## src/design/fwvs_pkg.sv

```systemverilog
// Shared types, request and status codes for the FIFO with value swap.
`default_nettype none

package fwvs_pkg;

    localparam int FWVS_DEPTH   = 16;
    localparam int DATA_W       = 8;
    localparam int OCC_W        = 5;

    localparam logic [1:0] OP_ENQUEUE   = 2'd0;
    localparam logic [1:0] OP_DEQUEUE   = 2'd1;
    localparam logic [1:0] OP_SWAP      = 2'd2;

    localparam logic [1:0] ST_OK        = 2'd0;
    localparam logic [1:0] ST_EMPTY     = 2'd1;
    localparam logic [1:0] ST_NOT_FOUND = 2'd2;
    localparam logic [1:0] ST_FULL      = 2'd3;

    typedef struct packed {
        logic [1:0]        operation;
        logic [DATA_W-1:0] value;
        logic [DATA_W-1:0] first_key;
        logic [DATA_W-1:0] second_key;
    } fwvs_in_t;

    typedef struct packed {
        logic [1:0]        status;
        logic [DATA_W-1:0] removed_value;
        logic [OCC_W-1:0]  occupancy;
    } fwvs_out_t;

    // Commands from the controller to the datapath.
    typedef struct packed {
        logic       load_req;
        logic       write_tail;
        logic       read_head;
        logic       take_head;
        logic       scan_start;
        logic       scan_cmp;
        logic       scan_step;
        logic       write_a;
        logic       write_b;
        logic       set_status;
        logic [1:0] status_code;
        logic       load_out;
    } fwvs_cmd_t;

    // Status from the datapath to the controller.
    typedef struct packed {
        logic [1:0] operation;
        logic       full;
        logic       empty;
        logic       scan_last;
        logic       found_both;
        logic       out_free;
    } fwvs_stat_t;

endpackage

`default_nettype wire

```

## src/design/fwvs_ram.sv

```systemverilog
// Generic single-port-write, single-port-read RAM with registered read data.
`default_nettype none

module fwvs_ram #(
    parameter int WIDTH = 8,
    parameter int DEPTH = 16
) (
    input  wire logic                     aclk,
    input  wire logic                     we,
    input  wire logic [$clog2(DEPTH)-1:0] waddr,
    input  wire logic [WIDTH-1:0]         wdata,
    input  wire logic                     re,
    input  wire logic [$clog2(DEPTH)-1:0] raddr,
    output logic      [WIDTH-1:0]         rdata
);

    logic [WIDTH-1:0] mem [DEPTH];

    always_ff @(posedge aclk) begin
        if (we) begin
            mem[waddr] <= wdata;
        end
        if (re) begin
            rdata <= mem[raddr];
        end
    end

endmodule

`default_nettype wire

```

## src/design/fwvs_ctrl.sv

```systemverilog
// Controller state machine: sequences enqueue, dequeue and swap requests.
`default_nettype none

module fwvs_ctrl
    import fwvs_pkg::*;
(
    input  wire logic       aclk,
    input  wire logic       aresetn,
    input  wire logic       s_valid,
    output logic            s_ready,
    input  wire fwvs_stat_t stat,
    output fwvs_cmd_t       cmd
);

    typedef enum logic [6:0] {
        S_IDLE     = 7'b0000001,
        S_DISPATCH = 7'b0000010,
        S_DEQ_DATA = 7'b0000100,
        S_SCAN     = 7'b0001000,
        S_SCAN_END = 7'b0010000,
        S_WRITE_B  = 7'b0100000,
        S_FINISH   = 7'b1000000
    } state_t;

    state_t state_reg, state_next;

    assign s_ready = (state_reg == S_IDLE);

    always_comb begin
        state_next = state_reg;
        cmd        = '0;
        case (state_reg)
            S_IDLE: begin
                if (s_valid) begin
                    cmd.load_req = 1'b1;
                    state_next   = S_DISPATCH;
                end
            end
            S_DISPATCH: begin
                state_next = S_FINISH;
                case (stat.operation)
                    OP_ENQUEUE: begin
                        if (stat.full) begin
                            cmd.set_status  = 1'b1;
                            cmd.status_code = ST_FULL;
                        end else begin
                            cmd.write_tail = 1'b1;
                        end
                    end
                    OP_DEQUEUE: begin
                        if (stat.empty) begin
                            cmd.set_status  = 1'b1;
                            cmd.status_code = ST_EMPTY;
                        end else begin
                            cmd.read_head = 1'b1;
                            state_next    = S_DEQ_DATA;
                        end
                    end
                    OP_SWAP: begin
                        if (stat.empty) begin
                            cmd.set_status  = 1'b1;
                            cmd.status_code = ST_EMPTY;
                        end else begin
                            cmd.scan_start = 1'b1;
                            state_next     = S_SCAN;
                        end
                    end
                    default: begin
                        // unused code: report ok, change nothing
                    end
                endcase
            end
            S_DEQ_DATA: begin
                cmd.take_head = 1'b1;
                state_next    = S_FINISH;
            end
            S_SCAN: begin
                cmd.scan_cmp = 1'b1;
                if (stat.scan_last) begin
                    state_next = S_SCAN_END;
                end else begin
                    cmd.scan_step = 1'b1;
                end
            end
            S_SCAN_END: begin
                if (stat.found_both) begin
                    cmd.write_a = 1'b1;
                    state_next  = S_WRITE_B;
                end else begin
                    cmd.set_status  = 1'b1;
                    cmd.status_code = ST_NOT_FOUND;
                    state_next      = S_FINISH;
                end
            end
            S_WRITE_B: begin
                cmd.write_b = 1'b1;
                state_next  = S_FINISH;
            end
            S_FINISH: begin
                if (stat.out_free) begin
                    cmd.load_out = 1'b1;
                    state_next   = S_IDLE;
                end
            end
            default: begin
                state_next = S_IDLE;
            end
        endcase
    end

    always_ff @(posedge aclk) begin
        if (!aresetn) begin
            state_reg <= S_IDLE;
        end else begin
            state_reg <= state_next;
        end
    end

endmodule

`default_nettype wire

```

## src/design/fwvs_datapath.sv

```systemverilog
// Datapath: ring pointers, entry store, swap scan and result register.
`default_nettype none

module fwvs_datapath
    import fwvs_pkg::*;
#(
    parameter int DEPTH = FWVS_DEPTH
) (
    input  wire logic      aclk,
    input  wire logic      aresetn,
    input  wire fwvs_in_t  s_payload,
    input  wire fwvs_cmd_t cmd,
    output fwvs_stat_t     stat,
    output logic           m_valid,
    input  wire logic      m_ready,
    output fwvs_out_t      m_payload
);

    localparam int AW = $clog2(DEPTH);
    localparam int CW = $clog2(DEPTH + 1);

    function automatic logic [AW-1:0] ring_next(input logic [AW-1:0] p);
        return (p == AW'(DEPTH - 1)) ? '0 : p + AW'(1);
    endfunction

    fwvs_in_t          req_reg;
    logic [AW-1:0]     head_reg, head_next;
    logic [AW-1:0]     tail_reg, tail_next;
    logic [CW-1:0]     count_reg, count_next;
    logic [AW-1:0]     rd_pos_reg, rd_pos_next;
    logic [CW-1:0]     scan_left_reg, scan_left_next;
    logic              found_a_reg, found_a_next;
    logic              found_b_reg, found_b_next;
    logic [AW-1:0]     pos_a_reg, pos_a_next;
    logic [AW-1:0]     pos_b_reg, pos_b_next;
    logic [1:0]        status_reg, status_next;
    logic [DATA_W-1:0] removed_reg, removed_next;
    fwvs_out_t         out_reg;
    logic              out_valid_reg, out_valid_next;

    logic              ram_we, ram_re;
    logic [AW-1:0]     ram_waddr, ram_raddr;
    logic [DATA_W-1:0] ram_wdata, ram_rdata;
    logic [CW+OCC_W-1:0] occ_ext;

    fwvs_ram #(
        .WIDTH(DATA_W),
        .DEPTH(DEPTH)
    ) u_ram (
        .aclk (aclk),
        .we   (ram_we),
        .waddr(ram_waddr),
        .wdata(ram_wdata),
        .re   (ram_re),
        .raddr(ram_raddr),
        .rdata(ram_rdata)
    );

    // The matched entry equals its key, so the exchange writes each key over the other.
    always_comb begin
        ram_we    = cmd.write_tail | cmd.write_a | cmd.write_b;
        ram_waddr = cmd.write_a ? pos_a_reg : (cmd.write_b ? pos_b_reg : tail_reg);
        ram_wdata = cmd.write_a ? req_reg.second_key :
                    (cmd.write_b ? req_reg.first_key : req_reg.value);
        ram_re    = cmd.read_head | cmd.scan_start | cmd.scan_step;
        ram_raddr = cmd.scan_step ? ring_next(rd_pos_reg) : head_reg;
    end

    always_comb begin
        head_next      = head_reg;
        tail_next      = tail_reg;
        count_next     = count_reg;
        rd_pos_next    = rd_pos_reg;
        scan_left_next = scan_left_reg;
        found_a_next   = found_a_reg;
        found_b_next   = found_b_reg;
        pos_a_next     = pos_a_reg;
        pos_b_next     = pos_b_reg;
        status_next    = status_reg;
        removed_next   = removed_reg;
        out_valid_next = out_valid_reg & ~m_ready;

        if (cmd.load_req) begin
            status_next  = ST_OK;
            removed_next = '0;
        end
        if (cmd.set_status) begin
            status_next = cmd.status_code;
        end
        if (cmd.write_tail) begin
            tail_next  = ring_next(tail_reg);
            count_next = count_reg + CW'(1);
        end
        if (cmd.take_head) begin
            removed_next = ram_rdata;
            head_next    = ring_next(head_reg);
            count_next   = count_reg - CW'(1);
        end
        if (cmd.scan_start) begin
            rd_pos_next    = head_reg;
            scan_left_next = count_reg - CW'(1);
            found_a_next   = 1'b0;
            found_b_next   = 1'b0;
        end
        if (cmd.scan_cmp) begin
            if (ram_rdata == req_reg.first_key) begin
                found_a_next = 1'b1;
                pos_a_next   = rd_pos_reg;
            end
            if (ram_rdata == req_reg.second_key) begin
                found_b_next = 1'b1;
                pos_b_next   = rd_pos_reg;
            end
        end
        if (cmd.scan_step) begin
            rd_pos_next    = ring_next(rd_pos_reg);
            scan_left_next = scan_left_reg - CW'(1);
        end
        if (cmd.load_out) begin
            out_valid_next = 1'b1;
        end
    end

    always_ff @(posedge aclk) begin
        if (!aresetn) begin
            head_reg      <= '0;
            tail_reg      <= '0;
            count_reg     <= '0;
            out_valid_reg <= 1'b0;
        end else begin
            head_reg      <= head_next;
            tail_reg      <= tail_next;
            count_reg     <= count_next;
            out_valid_reg <= out_valid_next;
        end
    end

    always_ff @(posedge aclk) begin
        if (cmd.load_req) begin
            req_reg <= s_payload;
        end
        rd_pos_reg    <= rd_pos_next;
        scan_left_reg <= scan_left_next;
        found_a_reg   <= found_a_next;
        found_b_reg   <= found_b_next;
        pos_a_reg     <= pos_a_next;
        pos_b_reg     <= pos_b_next;
        status_reg    <= status_next;
        removed_reg   <= removed_next;
        if (cmd.load_out) begin
            out_reg.status        <= status_reg;
            out_reg.removed_value <= removed_reg;
            out_reg.occupancy     <= occ_ext[OCC_W-1:0];
        end
    end

    assign occ_ext = {{OCC_W{1'b0}}, count_reg};

    assign stat.operation  = req_reg.operation;
    assign stat.full       = (count_reg == CW'(DEPTH));
    assign stat.empty      = (count_reg == '0);
    assign stat.scan_last  = (scan_left_reg == '0);
    assign stat.found_both = found_a_reg & found_b_reg;
    assign stat.out_free   = ~out_valid_reg | m_ready;

    assign m_valid   = out_valid_reg;
    assign m_payload = out_reg;

    a_count_bound: assert property (@(posedge aclk) disable iff (!aresetn)
        count_reg <= CW'(DEPTH))
        else $error("entry count above depth");

    a_enq_count: assert property (@(posedge aclk) disable iff (!aresetn)
        cmd.write_tail |=> count_reg == $past(count_reg) + CW'(1))
        else $error("enqueue did not advance the count");

    a_load_when_free: assert property (@(posedge aclk) disable iff (!aresetn)
        cmd.load_out |-> (!out_valid_reg || m_ready))
        else $error("result loaded over a pending transfer");

    a_no_push_pop: assert property (@(posedge aclk) disable iff (!aresetn)
        !(cmd.write_tail && cmd.take_head))
        else $error("enqueue and dequeue in one cycle");

endmodule

`default_nettype wire

```

## src/design/fifo_with_value_swap_unit.sv

```systemverilog
// Top level of the FIFO with value swap: controller plus datapath.
// Usage:
//   The input channel (s_valid, s_ready, s_payload) carries one request per
//   transfer: enqueue a byte, dequeue the head byte, or swap the last entries
//   matching two keys. Every request yields exactly one result transfer on
//   the output channel (m_valid, m_ready, m_payload) with a status, the byte
//   removed by a successful dequeue (else zero) and the occupancy afterwards.
//   Requests are handled one at a time; s_ready is high only while the
//   controller is idle.
//   A swap on a non-empty queue reads every held entry before it finishes;
//   the scan reads the entry store one entry per cycle. A new request is
//   taken once the controller is back in idle after the result is
//   registered.
//   The result register lets a new request be taken while the previous
//   result still waits; a stalled receiver holds the finished request in its
//   last state until the result register frees up.
//   Reset (aresetn, synchronous, active low) empties the queue and drops any
//   pending result; the entry store itself is not cleared.
`default_nettype none

module fifo_with_value_swap_unit
    import fwvs_pkg::*;
#(
    parameter int DEPTH = FWVS_DEPTH
) (
    input  wire logic     aclk,
    input  wire logic     aresetn,
    input  wire logic     s_valid,
    output logic          s_ready,
    input  wire fwvs_in_t s_payload,
    output logic          m_valid,
    input  wire logic     m_ready,
    output fwvs_out_t     m_payload
);

    fwvs_cmd_t  cmd;
    fwvs_stat_t stat;

    // Sequence each request; hold in the finish state while the receiver stalls.
    fwvs_ctrl u_ctrl (
        .aclk   (aclk),
        .aresetn(aresetn),
        .s_valid(s_valid),
        .s_ready(s_ready),
        .stat   (stat),
        .cmd    (cmd)
    );

    // Hold pointers, count, entry store and the result register.
    fwvs_datapath #(
        .DEPTH(DEPTH)
    ) u_datapath (
        .aclk     (aclk),
        .aresetn  (aresetn),
        .s_payload(s_payload),
        .cmd      (cmd),
        .stat     (stat),
        .m_valid  (m_valid),
        .m_ready  (m_ready),
        .m_payload(m_payload)
    );

endmodule

`default_nettype wire

```

## config.mk

```make
export PLATFORM = sky130hd
export DESIGN_NAME = fifo_with_value_swap_unit
export DESIGN_NICKNAME = d
export VERILOG_FILES = /design/src/design/fwvs_pkg.sv /design/src/design/fwvs_ram.sv /design/src/design/fwvs_ctrl.sv /design/src/design/fwvs_datapath.sv /design/src/design/fifo_with_value_swap_unit.sv
export SDC_FILE = /design/constraint.sdc
export NUM_CORES = 1
export LEC_CHECK = 0
export BUFFER_PORTS_ARGS = -buffer_cell sky130_fd_sc_hd__buf_2
export CAP_MARGIN = 25
export CORE_MARGIN = 1
export CORE_UTILIZATION = 45
export CTS_CLUSTER_DIAMETER = 100
export DETAILED_ROUTE_END_ITERATION = 10
export PLACE_DENSITY = 0.66
export SKIP_CTS_REPAIR_TIMING = 1
export SYNTH_ARGS = -nofsm -noshare
export SYNTH_HDL_FRONTEND = slang
export SYNTH_SLANG_ARGS = --single-unit
```

## constraint.sdc

```tcl
create_clock -name aclk -period 2.75 [get_ports aclk]
set_input_delay 0.55 -clock aclk [delete_from_list [all_inputs] [get_ports aclk]]
set_output_delay 0.55 -clock aclk [all_outputs]
set_load 0.02 [all_outputs]
```

* Yosys cells after proc, flatten, opt, wreduce, memory -nomap -nowiden
Memories as Yosys holds them, arrays and structs flattened. A register that Yosys moved wholly into a read port is not among the register bits.
Cells that the tools add are included.
** Cells by class
- Reduce and logical (&&, ||, !) cells :: 12
- Eq/ne operators :: 18
- Bitwise logic cells :: 9
- Add/subtract/negate cells :: 6
- Multiplexer cells :: 57
** Operators with widths (number)
- 2-to-1 mux 7 bit :: 6
- one-hot mux 7 bit (6 select lines) :: 1
- 2-to-1 mux 4 bit :: 8
- 2-to-1 mux 8 bit :: 4
- 2-to-1 mux 1 bit :: 24
- 2-to-1 mux 5 bit :: 4
- == test 8 bit :: 2
- one-hot mux 7 bit (2 select lines) :: 1
- adder 4 x 1 -> 4 bit (second input constant) :: 3
- == test 4 bit (second input constant) :: 3
- one-hot mux 3 bit (2 select lines) :: 2
- logical NOT 5 bit :: 2
- subtractor 5 x 1 -> 5 bit (second input constant) :: 2
- 2-to-1 mux 3 bit :: 3
- 2-to-1 mux 2 bit :: 4
- nonzero test 2 bit :: 4
- == test 7 x 1 -> 1 bit (second input constant) :: 1
- == test 7 x 2 -> 1 bit (second input constant) :: 1
- == test 7 x 3 -> 1 bit (second input constant) :: 1
- == test 7 x 4 -> 1 bit (second input constant) :: 1
- == test 7 x 5 -> 1 bit (second input constant) :: 1
- == test 7 x 6 -> 1 bit (second input constant) :: 1
- == test 7 bit (second input constant) :: 1
- inequality test 2 bit (second input constant) :: 3
- 11 further kinds :: 19
** Storage, ports and cells
- Memory bits (writable) :: 128
- Bits of input ports :: 30
- Memories kept :: 1
- Register bits after elaboration :: 91
- Output and inout port bits :: 17
** Memories
- u_datapath.u_ram.mem :: words 16, bits a word 8, read ports 1, clocked after memory_dff 1, wr ports 1, RTL line fwvs_ram.sv:17 : logic [WIDTH-1:0] mem [DEPTH];

* Longest topological paths before layout
- Word-level depth :: 8
- Mapped depth :: 9
- Mapped depth without buffers :: 7

* Cells and area by module
A second synthesis with hierarchy kept.
** Unflattened totals
- Cell total of the unflattened synthesis :: 569
- Area, all modules :: 9419.0 µm²
** By module, submodules not included
- fwvs_ram :: cells each 229, times used 1, sequential area each 4083.9 µm², area an instance 5227.5 µm²
- fwvs_datapath :: cells each 270, times used 1, sequential area each 2362.3 µm², area an instance 3585.9 µm²
- fwvs_ctrl :: cells each 70, times used 1, sequential area each 140.1 µm², area an instance 605.6 µm²

* Worst setup path after synthesis
Ideal clock, no wire load.
- Path kind :: register -> register
- From :: reg u_ctrl.state_reg[1]
- To :: reg u_datapath.removed_reg[0] (enable)
- Cell stages (with the launch flop) :: 5
- Setup slack :: -0.560 ns
- Library setup time :: 0.335 ns
- Buffers on the path :: 0
- Arrival :: 2.976 ns
- Path through :: dfxtp_1 or4_4 nor4b_1 and2_1 nand2b_1
** RTL lines
- start: declaration :: RTL line fwvs_ctrl.sv:25 : state_t state_reg, state_next;
- start signal: assignment :: RTL line fwvs_ctrl.sv:115 : state_reg <= state_next;
- end signal: assignment :: RTL line fwvs_datapath.sv:149 : removed_reg <= removed_next;
- end: declaration :: RTL line fwvs_datapath.sv:37 : logic [DATA_W-1:0] removed_reg, removed_next;

* Worst setup path after layout
- From :: reg u_datapath.scan_left_reg[0]
- To :: reg u_datapath.u_ram.rdata[1], read port of u_datapath.u_ram.mem, data pin
** Between the ends
- Word-level cells in the longest chain between the ends :: 4
- Elaborated cells on any way between the ends :: 5
** RTL lines
- start: declaration :: RTL line fwvs_datapath.sv:31 : logic [CW-1:0] scan_left_reg, scan_left_next;
- start signal: assignment :: RTL line fwvs_datapath.sv:143 : scan_left_reg <= scan_left_next;
- logical NOT 5 bit (*) :: RTL line fwvs_datapath.sv:162 : assign stat.scan_last = (scan_left_reg == '0);
- 2-to-1 mux 1 bit (*) :: RTL line fwvs_ctrl.sv:79 : if (stat.scan_last) begin
- 2-to-1 mux 2 bit (*) :: RTL line fwvs_ctrl.sv:32 : case (state_reg)
- 2-to-1 mux 4 bit / bitwise OR 1 bit (equally long branches) :: RTL line fwvs_datapath.sv:66, fwvs_datapath.sv:65
- end: declaration :: RTL line fwvs_ram.sv:14 : output logic [WIDTH-1:0] rdata
Every way passes the cells marked *; elsewhere a longest branch is shown, timed or not.
A chain may end at the register's enable or synchronous reset.

==> results.sh <==
export IMPL_die_x_um=158
export IMPL_synth_cell_type_count=57
export IMPL_relSlewSlack=0.541
export IMPL_yosysTopAreaCellShare=0.562
export IMPL_ys_ff_latch=227
export IMPL_p_switching_mw=1.61
export IMPL_hpwl_um=17900
export IMPL_die_area_um2=24800
export IMPL_internal_power_mw=5.79
export IMPL_violations="negative setup slack"
export IMPL_period_share=1.03
export IMPL_use_met1=0.275
export IMPL_power_mw=7.40
export IMPL_p_leak_nw=4.46
export IMPL_ios=47
export IMPL_vias=6893
export IMPL_p_comb_frac=0.057
export IMPL_clk_pin_slew_ns=0.06
export IMPL_ir_drop_uv=566
export IMPL_first_global_vias=7208
export IMPL_place_congestion=0.890
export IMPL_syn_inst=759
export IMPL_whs_ns=0.207
export IMPL_period_needed_ns=2.82
export IMPL_hold_class="in2reg"
export IMPL_r2r_slack_ns=-0.07
export IMPL_antenna_found_initial=0
export IMPL_worstPathRequired_ns=2.99
export IMPL_worstSetupStartpointType="register"
export IMPL_clockBufferDepth=3
export IMPL_cts_tree="yes"
export IMPL_p_clk_frac=0.412
export IMPL_p_seq_frac=0.532
export IMPL_syn_nets=801
export IMPL_setup_slack_ns=-0.0711
export IMPL_synth_area_leader_cell="edfxtp_1"
export IMPL_final_common_cell="edfxtp_1"
export IMPL_antenna_cells=0
export IMPL_synth_edf_count=204
export IMPL_worst_setup_path_type="reg2reg"
export IMPL_wirelength_um=26200
export IMPL_root_buffer="clkbuf_16"
export IMPL_final_area_um2=12700
export IMPL_crit_arrival_ns=3.07
export IMPL_worst_pin_slew_ns=0.679
export IMPL_wl_per_cell_um=22.0
export IMPL_critPathMaxFanout=31
export IMPL_hp_start="s_payload[10]"
export IMPL_first_pass_iters=6
export IMPL_rr_startpoint="u_datapath.scan_left_reg[0]"
export IMPL_place_area_um2=11900
export IMPL_syn_area_um2=10900
export IMPL_drv_slew=0
export IMPL_skew_ns=0.0199
export IMPL_setup_violations=1
export IMPL_yosysWarnings=0
export IMPL_num_fill_cells=1951
export IMPL_ff2ff_path_depth=7
export IMPL_drc=0
export IMPL_final_layout_size_suffix_gt1_frac=0.233
export IMPL_synth_area_per_cell_um2=14.4
export IMPL_rows=56
export IMPL_die_height_um=158
export IMPL_overflow=0
export IMPL_start_util=0.462
export IMPL_ant_nets=0
export IMPL_max_freq_mhz=354
export IMPL_grt_pass1_wl_um=40400
export IMPL_status="finished with violations"
export IMPL_seq_area_frac_synth=0.604
export IMPL_rsz0062_at_grt="yes"
export IMPL_grt_busiest_layer="met2"
export IMPL_core_area_um2=23600
export IMPL_cts_sink_count=227
export IMPL_gr_usage_met2=0.370
export IMPL_port_buffers=46
export IMPL_synth_area_leaders="edfxtp_1 (56%), mux2i_1 (9.7%), mux4_2 (6.6%), dfxtp_1 (4.2%), and2_1 (2.4%)"
export IMPL_cap_viol_max_count=0
export IMPL_grt_usage=0.219
export IMPL_clkLatencyLatePin_ns=0.52
export IMPL_largest_reg_flops=128
export IMPL_switching_share=0.217
export IMPL_grt_use_met3=0.0359
export IMPL_pre_cts_slack_ns=0.00127
export IMPL_finalHoldViolations=0
export IMPL_cts_buffers=24
export IMPL_min_to="u_datapath.req_reg[10]"
export IMPL_powerDensity_nw_per_um2=583
export IMPL_async_flop_share=0
export IMPL_worstSetupEndpointType="register"
export IMPL_utilization=0.537
export IMPL_drt_iter0_drc=483
export IMPL_hold_path_cell_count=1
export IMPL_grt_max_degree=39
export IMPL_final_nets=898
export IMPL_final_cell_mix="edfxtp_1 (204), mux2i_1 (106), buf_4 (59), buf_2 (46), and2_1 (41)"
export IMPL_ys_flop_type="edfxtp_1"
export IMPL_syn_to_final_growth_pct=16.4
export IMPL_worstReg2RegEnd="u_datapath.u_ram.rdata[1]"
export IMPL_h_tree_depth=1
export IMPL_vias_per_cell=5.78
==> power by group through the flow <==
stage / clock [mW] / combinational, mW / sequential (mW)
after CTS: 3.11 / 0.413 / 3.93
final: 3.05 / 0.419 / 3.93
after global placement: 0 / 0.399 / 4.00
after detailed placement: 0 / 0.412 / 4.01
after floorplan: 0 / 0.216 / 4.00
after global routing: 3.24 / 0.452 / 3.94
==> routing by layer <==
layer / wire length, um / up-vias
met5: 0 / -
met4: 1130 / 0
met3: 1470 / 73
met2: 12600 / 215
met1: 10900 / 3448
li1: - / 3157
==> worst max-delay path by stage <==
stage | start | end | slack, ns | depth (start not counted)
4_1_cts | u_ctrl.state_reg[6] | s_ready | -0.04 | 4
5_1_grt | u_datapath.scan_left_reg[0] | u_datapath.u_ram.rdata[0] | -0.05 | 8
2_1_floorplan | u_ctrl.state_reg[1] | u_datapath.removed_reg[0] | 0.07 | 4
3_3_place_gp | u_ctrl.state_reg[6] | u_datapath.u_ram.mem[1][6] | 0.03 | 5
6_report | u_datapath.scan_left_reg[0] | u_datapath.u_ram.rdata[1] | -0.07 | 7
3_5_place_dp | u_ctrl.state_reg[6] | u_datapath.u_ram.mem[1][1] | 0.001 | 5
==> Yosys cell counts (all sizes together), types with 2 or more instances <==
cell type,instances
edfxtp,204
mux2i,106
and2,42
nand2,40
a211oi,33
mux4,32
nor2,30
dfxtp,23
xnor2,23
o21ai,22
buf,20
clkbuf,19
a31oi,12
and3,12
ha,12
nor3,11
nor4,10
inv,9
nand3,8
nand4,8
nor2b,8
a21oi,7
a21boi,6
nor3b,6
or3,6
xor2,6
a32oi,4
mux2,4
nand2b,4
a21o,3
a22oi,3
a41oi,3
and4,3
nor4b,3
a32o,2
o21a,2
o31ai,2
or4,2
==> cell families (layout without fill, tap and decap cells) <==
family	after synthesis	after routing	share of synthesized area
flops	227	227	0.604
simple gates	197	197	0.101
mux	142	142	0.168
compound gates	104	104	0.0692
buf+inv	48	162	0.0197
xor+xnor	29	29	0.0240
fa+ha+maj	12	12	0.0138
==> final cells by class <==
class / instances / area (um2) / share of cell area
clock buffers: 30 / 644 / 0.0508
flip-flops and latches: 227 / 6590 / 0.519
inverters: 9 / 33.8 / 0.00266
multi-input cells: 484 / 4160 / 0.328
repair buffers: 110 / 773 / 0.0609
clock inverters: 13 / 91.3 / 0.00720
well taps: 319 / 399 / 0.0315
==> critical path, stage by stage (launching register included) <==
cell      delay, ns
edfxtp_1       0.39
inv_1          0.12
ha_1           0.15
or4b_4         0.50
and4_1         0.37
buf_4          0.31
a211oi_1       0.59
nor4_1         0.13
==> stage by stage <==
stage	TNS, ns	cells
2_1_floorplan	0	759
3_3_place_gp	0	1149
3_5_place_dp	0	1149
4_1_cts	-0.0409	1192
5_1_grt	-0.185	1192
6_report	-0.0711	1192
(Power assumes the default switching activity.)
